## src/hw/rtl/stack_vm_instruction_executor_top_assert.svh

```systemverilog
// ----------------------------------------------------------------------------
// Assertion macros for the stack machine executor
// Implication checks used at the end of the top level.
// ----------------------------------------------------------------------------
`ifndef STACK_VM_INSTRUCTION_EXECUTOR_TOP_ASSERT_SVH
`define STACK_VM_INSTRUCTION_EXECUTOR_TOP_ASSERT_SVH

// Same-cycle implication.
`define SVIE_ASSERT_NOW(name, clk, rst, pre, post, msg) \
   name: assert property (@(posedge clk) disable iff (rst) (pre) |-> (post)) \
      else $error(msg);

// Next-cycle implication.
`define SVIE_ASSERT_NEXT(name, clk, rst, pre, post, msg) \
   name: assert property (@(posedge clk) disable iff (rst) (pre) |=> (post)) \
      else $error(msg);

`endif

```

## src/hw/rtl/svie_pkg.sv

```systemverilog
// ----------------------------------------------------------------------------
// Stack machine executor package
// Opcodes, status codes, controller states and command/status bundles.
// ----------------------------------------------------------------------------
package svie_pkg;

   localparam logic [4:0] OP_ALLOC  = 5'd0;
   localparam logic [4:0] OP_PUSH   = 5'd1;
   localparam logic [4:0] OP_POP    = 5'd2;
   localparam logic [4:0] OP_ADD    = 5'd3;
   localparam logic [4:0] OP_SUB    = 5'd4;
   localparam logic [4:0] OP_MUL    = 5'd5;
   localparam logic [4:0] OP_DIV    = 5'd6;
   localparam logic [4:0] OP_INCR   = 5'd7;
   localparam logic [4:0] OP_DECR   = 5'd8;
   localparam logic [4:0] OP_LOAD   = 5'd9;
   localparam logic [4:0] OP_LOAD8  = 5'd10;
   localparam logic [4:0] OP_STORE  = 5'd11;
   localparam logic [4:0] OP_STORE8 = 5'd12;
   localparam logic [4:0] OP_GOTO   = 5'd13;
   localparam logic [4:0] OP_CALL   = 5'd14;
   localparam logic [4:0] OP_RETURN = 5'd15;
   localparam logic [4:0] OP_ENTER  = 5'd16;
   localparam logic [4:0] OP_LEAVE  = 5'd17;
   localparam logic [4:0] OP_JUMPZ  = 5'd18;
   localparam logic [4:0] OP_JUMPNZ = 5'd19;
   localparam logic [4:0] OP_DUP    = 5'd20;
   localparam logic [4:0] OP_HALT   = 5'd21;
   localparam logic [4:0] OP_LABEL  = 5'd22;
   localparam logic [4:0] OP_NOOP   = 5'd23;

   localparam logic [1:0] PT_NONE = 2'd0;
   localparam logic [1:0] PT_IMM  = 2'd1;
   localparam logic [1:0] PT_REG  = 2'd2;

   localparam logic [1:0] REG_SP = 2'd0;
   localparam logic [1:0] REG_IP = 2'd1;
   localparam logic [1:0] REG_FP = 2'd2;

   localparam logic [2:0] ST_OK       = 3'd0;
   localparam logic [2:0] ST_HALTED   = 3'd1;
   localparam logic [2:0] ST_BAD_MEM  = 3'd2;
   localparam logic [2:0] ST_BAD_SIZE = 3'd3;
   localparam logic [2:0] ST_ILLEGAL  = 3'd4;
   localparam logic [2:0] ST_DIV_ZERO = 3'd5;

   localparam logic [31:0] BYTE_MASK = 32'h0000_00ff;

   typedef enum logic [3:0] {
      S_CLEAR, S_IDLE, S_READ, S_CAPTURE, S_EXEC,
      S_DIVIDE, S_DIVFIX, S_WRITE, S_ALLOC, S_FINISH
   } svie_state_type;

   typedef struct packed {
      logic       load;
      logic       clear_wr;
      logic       rd_issue;
      logic       rd_capture;
      logic [1:0] idx;
      logic       exec;
      logic       div_step;
      logic       div_fix;
      logic       wr_en;
      logic       alloc_wr;
      logic       finish;
   } svie_cmd_type;

   typedef struct packed {
      logic [1:0] rd_count;
      logic [1:0] wr_count;
      logic       fault;
      logic       is_div;
      logic       div_last;
      logic       alloc_any;
      logic       alloc_last;
      logic       clear_last;
   } svie_stat_type;

   function automatic logic [1:0] num_reads(input logic [4:0] kind);
      logic [1:0] n;
      case (kind)
         OP_ADD, OP_SUB, OP_MUL, OP_DIV, OP_LOAD, OP_LOAD8, OP_STORE: n = 2'd2;
         OP_STORE8, OP_RETURN:                                    n = 2'd3;
         OP_POP, OP_INCR, OP_DECR, OP_JUMPZ, OP_JUMPNZ, OP_DUP,
         OP_LEAVE:                                                n = 2'd1;
         default:                                                 n = 2'd0;
      endcase
      return n;
   endfunction

   function automatic logic [1:0] num_writes(input logic [4:0] kind);
      logic [1:0] n;
      case (kind)
         OP_PUSH, OP_ADD, OP_SUB, OP_MUL, OP_DIV, OP_INCR, OP_DECR, OP_LOAD,
         OP_LOAD8, OP_STORE, OP_STORE8, OP_ENTER, OP_DUP: n = 2'd1;
         OP_CALL:                                         n = 2'd3;
         default:                                         n = 2'd0;
      endcase
      return n;
   endfunction

endpackage

```

## src/hw/rtl/svie_ctrl.sv

```systemverilog
// ----------------------------------------------------------------------------
// Stack machine executor controller
// Sequences memory clear, reads, execution, divide, writes, ALLOC zeroing and result hand-off.
// ----------------------------------------------------------------------------
module svie_ctrl (
   input  logic                   clock,
   input  logic                   reset,
   input  logic                   req_valid,
   output logic                   req_ready,
   output logic                   rsp_valid,
   input  logic                   rsp_ready,
   input  svie_pkg::svie_stat_type stat,
   output svie_pkg::svie_cmd_type  cmd
);

   svie_pkg::svie_state_type state_ff, state_in;
   logic [1:0] idx_ff, idx_in;
   logic       rsp_valid_ff, rsp_valid_in;

   always_ff @(posedge clock) begin
      if (reset) begin
         state_ff     <= svie_pkg::S_CLEAR;
         idx_ff       <= 2'd0;
         rsp_valid_ff <= 1'b0;
      end else begin
         state_ff     <= state_in;
         idx_ff       <= idx_in;
         rsp_valid_ff <= rsp_valid_in;
      end
   end

   always_comb begin
      state_in     = state_ff;
      idx_in       = idx_ff;
      rsp_valid_in = rsp_valid_ff && !rsp_ready;
      req_ready    = 1'b0;
      cmd          = '0;
      cmd.idx      = idx_ff;
      case (state_ff)
         svie_pkg::S_CLEAR: begin
            cmd.clear_wr = 1'b1;
            if (stat.clear_last) state_in = svie_pkg::S_IDLE;
         end
         svie_pkg::S_IDLE: begin
            req_ready = 1'b1;
            if (req_valid) begin
               cmd.load = 1'b1;
               idx_in   = 2'd0;
               state_in = svie_pkg::S_READ;
            end
         end
         svie_pkg::S_READ: begin
            if (idx_ff == stat.rd_count) begin
               state_in = svie_pkg::S_EXEC;
            end else begin
               cmd.rd_issue = 1'b1;
               state_in     = svie_pkg::S_CAPTURE;
            end
         end
         svie_pkg::S_CAPTURE: begin
            cmd.rd_capture = 1'b1;
            idx_in         = idx_ff + 2'd1;
            state_in       = svie_pkg::S_READ;
         end
         svie_pkg::S_EXEC: begin
            cmd.exec = 1'b1;
            idx_in   = 2'd0;
            if (stat.fault)                state_in = svie_pkg::S_FINISH;
            else if (stat.is_div)          state_in = svie_pkg::S_DIVIDE;
            else if (stat.alloc_any)       state_in = svie_pkg::S_ALLOC;
            else if (stat.wr_count != 2'd0) state_in = svie_pkg::S_WRITE;
            else                           state_in = svie_pkg::S_FINISH;
         end
         svie_pkg::S_DIVIDE: begin
            cmd.div_step = 1'b1;
            if (stat.div_last) state_in = svie_pkg::S_DIVFIX;
         end
         svie_pkg::S_DIVFIX: begin
            cmd.div_fix = 1'b1;
            state_in    = svie_pkg::S_WRITE;
         end
         svie_pkg::S_WRITE: begin
            cmd.wr_en = 1'b1;
            idx_in    = idx_ff + 2'd1;
            if (idx_ff + 2'd1 == stat.wr_count) state_in = svie_pkg::S_FINISH;
         end
         svie_pkg::S_ALLOC: begin
            cmd.alloc_wr = 1'b1;
            if (stat.alloc_last) state_in = svie_pkg::S_FINISH;
         end
         svie_pkg::S_FINISH: begin
            if (!rsp_valid_ff || rsp_ready) begin
               cmd.finish   = 1'b1;
               rsp_valid_in = 1'b1;
               state_in     = svie_pkg::S_IDLE;
            end
         end
         default: state_in = svie_pkg::S_CLEAR;
      endcase
   end

   assign rsp_valid = rsp_valid_ff;

endmodule

```

## config.mk

```make
export PLATFORM = sky130hd
export DESIGN_NAME = svie_ctrl
export DESIGN_NICKNAME = d
export VERILOG_FILES = /design/src/hw/rtl/stack_vm_instruction_executor_top_assert.svh /design/src/hw/rtl/svie_pkg.sv /design/src/hw/rtl/svie_ctrl.sv
export SDC_FILE = /design/constraint.sdc
export NUM_CORES = 1
export LEC_CHECK = 0
export BUFFER_PORTS_ARGS = -buffer_cell sky130_fd_sc_hd__buf_2
export CAP_MARGIN = 15
export CORE_ASPECT_RATIO = 0.9
export CORE_MARGIN = 5
export CORE_UTILIZATION = 34
export CTS_CLUSTER_DIAMETER = 40
export DETAILED_ROUTE_END_ITERATION = 7
export GPL_ROUTABILITY_DRIVEN = 0
export SYNTH_ARGS = -nofsm -noshare
export SYNTH_HDL_FRONTEND = slang
export SYNTH_SLANG_ARGS = --single-unit
```

## constraint.sdc

```tcl
create_clock -name clock -period 3.1 [get_ports clock]
set_input_delay 0.465 -clock clock [delete_from_list [all_inputs] [get_ports clock]]
set_output_delay 0.465 -clock clock [all_outputs]
set_load 0.03 [all_outputs]
```

Yosys cells after proc, flatten, opt, wreduce, memory -nomap -nowiden. Index checks and enable logic that the tools add are counted. Widths: inputs -> output; s select.

Register bits after elaboration: 7. Output and inout port bits: 14.

Equality and inequality tests: 17. Reductions and logical operators: 10. Muxes and demuxes: 30. $add $sub $neg: 1.

Operators with widths (count): $mux 4 (10); $pmux 4 s10 (1); $eq 4x3->1 const B (4); $mux 1 (16); $ne 2x2->1 const B (6); $eq 4x2->1 const B (2); $eq 4x4->1 const B (2); $pmux 2 s3 (1); $reduce_and 6->1 (1); $eq 2x2->1 (2); $eq 4x1->1 const B (1); $logic_not 4->1 (1); $mux 3 (1); $reduce_bool 3->1 (1); $add 2x1->2 const B (1); $logic_not 1->1 (2); $mux 2 (1); $reduce_and 2->1 (1); $reduce_bool 2->1 (1); $reduce_or 2->1 (1); $logic_and 1x1->1 (1); $logic_or 1x1->1 (1).

Logic depth before layout (Yosys ltp).
Word-level depth: 6. Mapped depth: 6. Depth with buffers taken out: 4.

Worst setup path before layout. Ideal clock, no wire load.

Path type: flip-flop to output port. From: register state_ff[0]. To: output cmd[11] in the netlist's numbering. Cell stages (with the launch flop): 5. Buffers on the path: 1. Arrival time: 1.795 ns. Required time: 2.635 ns. Setup slack: 0.840 ns. Cells stage by stage: dfxtp_1 > clkbuf_1 > nand2b_1 > nor3_1 > and2_1.

RTL lines: from (decl) (line svie_ctrl.sv:16) `svie_pkg::svie_state_type state_ff, state_in;`; from (signal assigned) (line svie_ctrl.sv:22) `state_ff <= svie_pkg::S_CLEAR;`; from (signal assigned) (line svie_ctrl.sv:26) `state_ff <= state_in;`; to (decl) (line svie_ctrl.sv:13) `output svie_pkg::svie_cmd_type cmd`.

==> impl_metrics.toml <==
[yosys]
synth_edf_count = 0
synth_nets = 101
yosys.area.top_type = "dfxtp_1"
ys_types = 34
synth_top_cell_area_share_pct = 20.93
synth_most_common_cell = "a21oi_1"
synth_seq_area_share_pct = 20.93
syn_inst = 87
ys_seq_elements = 7
yosys_warnings = 0
syn-cell-area_sq_um = 669.4
async_reset_ff_share_pct = 0
yosys-top-cells-area = "dfxtp_1 (21%), a21oi_1 (7.5%), nor2b_1 (6.5%)"
syn_area_per_cell_sq_um = 7.694
synth_flop_cell = "dfxtp_1"
synth_common_cells = "a21oi_1 (10), nor2_1 (9), dfxtp_1 (7), nand2_1 (7), nor2b_1 (7)"

[setup_path]
path_max_fanout = 19
critical_path.slowest_cell = "dfxtp_1"
critPathLaunchType = "flip-flop"
path_cells = "nand2b_1 -> nor3_1 -> and2_1 -> buf_2"
arrival_ns = 1.63
reg2reg_to = "state_ff[1]$_SDFFE_PP0P_"
critPathMaxStageDelay_ns = 0.73
crit_family = "flip-flops"
path_class = "flip-flop to output pin"
reg2reg_depth = 4
crit_required_ns = 2.63
reg2reg_from = "state_ff[1]$_SDFFE_PP0P_"
end_kind = "output pin"
critPathBufInv = 1
timing.reg2reg.setup_slack_ns = 1.29

[detailed_routing]
firstDrtPassIters = 4
final_antenna_net_count = 0
drc = 0
vias_per_cell = 5.210
dr_total_vias = 719
routed_wl_um = 1801
drtIter0Drc = 16
wl_per_cell_um = 13.05

[worst_hold_path]
hold_path_end = "state_ff[2]$_SDFFE_PP0P_"
hold_class = "input pin to flip-flop"
hold_depth = 2
holdCritStartpoint = "reset"

[status]
outcome = "completed"

[finish]
final_nets = 128
drive_gt1_share_pct = 30.09
diodes = 0
fillers = 218
fin_cells = 138
areaGrowthSynthToFinish_pct = 24.49

[power_and_ir_drop]
p_sw_share_pct = 37.56
vdd_drop_max_mv = 0.1651
p_switching_mw = 0.1164
pwr-share-seq_pct = 36.4
intPower_mw = 0.1936
finalPower_mw = 0.3100
p_comb_share_pct = 36.5
p_leak_nw = 0.3542
powerDensity_nw_per_um2 = 372.0
clkPwrFrac_pct = 27.1

[floorplan]
pin_count = 28
coreArea_sq_um = 1896
start_util_pct = 35.31
dieArea_sq_um = 2957
chipWidth_um = 56.77
fp-row-count = 15
fp.dieH_um = 52.10

[cts]
cts.clk_slew.worst_paths_ns = 0.05
cts.sinks = 7
root_buffer = "clkbuf_4"
cts_buffers = 3
cts_hold_buf = 0
tritoncts = "done"
cts_resized = 0
clock_latency_ns = 0.25
cts.htree.levels = 1
cts_buffer_depth = 2
post_cts_buffers = 0

[global_route]
grt_overflow = 0
grt_pass1_wl_um = 2911
antenna_found_initial = 0
grt_pass1_vias = 648
track_usage_pct = 12.56
grt_max_degree = 20

[timing]
fmaxAchievable_mhz = 478.2
fin_crit_sh_pct = 67.46
setup_tns_ns = 0
setup_viol = 0
tightest_slew_ns = 0.6394
rsz0062_at_grt = "false"
hold_viol = 0
hold_ws_ns = 0.4700
clock_skew_ns = 0.001569
slew_headroom_pct = 57.32
period_minus_slack_ns = 2.091
report.final.slew_viol_count = 0

[placement]
dpl.cell_count = 134
dp_hpwl_um = 1446
io_buffer_count = 27

[flow_run]
drv_cap = 0
## cells by family after synthesis
kind of cell	count (synthesis)	share of synthesized area, %
buf+inv	8	5.982
xor+xnor	3	3.926
flops	7	20.93
mux	2	2.991
compound gates	27	30.65
simple gates	40	35.51
## flip-flops by register name, summed over array words and instances (netlist names)
register and flops:
rsp_valid 1, idx_ff 2, state_ff 4
## worst max-delay path by stage
stage	startpoint	slack, ns	end	cells after the start
detailed placement	state_ff[2]$_SDFFE_PP0P_	1.27	cmd[2]	3
finish	state_ff[1]$_SDFFE_PP0P_	1.01	cmd[11]	4
floorplan	state_ff[0]$_SDFFE_PP0P_	0.84	cmd[11]	4
global route	state_ff[0]$_SDFFE_PP0P_	0.86	cmd[8]	4
global placement	state_ff[1]$_SDFFE_PP0P_	1.29	cmd[1]	3
CTS	state_ff[2]$_SDFFE_PP0P_	1.00	cmd[2]	3
## layout by cell type, fill, tap and decap left out, drive strengths merged
cell	Yosys	final
buf	3	27
a21oi	10	10
nor2	9	9
nor2b	7	7
nand2	7	7
dfxtp	7	7
nand2b	4	4
clkbuf	2	4
xnor2	3	3
inv	3	3
nor3	3	3
o31ai	3	3
mux2i	2	2
o21bai	2	2
a311oi	2	2
a31oi	2	2
a211oi	2	2
nor4bb	2	2
a2111oi	2	2
or2	1	1
nand3	1	1
nor3b	1	1
and3	1	1
nand4bb	1	1
and2	1	1
a21boi	1	1
or4	1	1
or3	1	1
o32a	1	1
o21ai	1	1
o21a	1	1
## through the flow
step                      area [sq um]  utilization [%]  setup slack (ns)
after floorplan                  669.4                -            0.8396
after global placement           807.0            42.57             1.288
after detailed placement         807.0            42.57             1.267
after CTS                        833.3            43.96             1.001
after global routing             833.3            43.96            0.8554
final                            833.3            43.96             1.009
## power by group through the flow
| stage | combinational, mW | clock (mW) | sequential, mW |
|---|---|---|---|
| floorplan | 0.0965 | 0 | 0.102 |
| global placement | 0.113 | 0 | 0.114 |
| detailed placement | 0.114 | 0 | 0.115 |
| CTS | 0.114 | 0.0885 | 0.113 |
| global route | 0.125 | 0.0902 | 0.115 |
| finish | 0.113 | 0.0841 | 0.113 |
## cell type report
class,count,area (sq um),area share (%)
clock buffer,4,26.28,3.153
inverter,3,11.26,1.351
multi-input combinational,72,489.2,58.71
tap,25,31.28,3.754
sequential,7,140.1,16.82
timing repair buffer,27,135.1,16.22
## metal layers
layer	wire [um]	GRT usage [%]
met2	831	20.00
met1	858	16.62
met4	0	3.475
met3	111	3.474
met5	0	0
## worst reg2reg max path, delay by kind of cell, from the launching register on
family,cells,cell delay (ns)
flip-flops,1,0.73
AO/OA/AOI/OAI,2,0.20
AND/OR/NAND/NOR,2,0.82
Note: power is estimated with default switching activity, not from simulation.
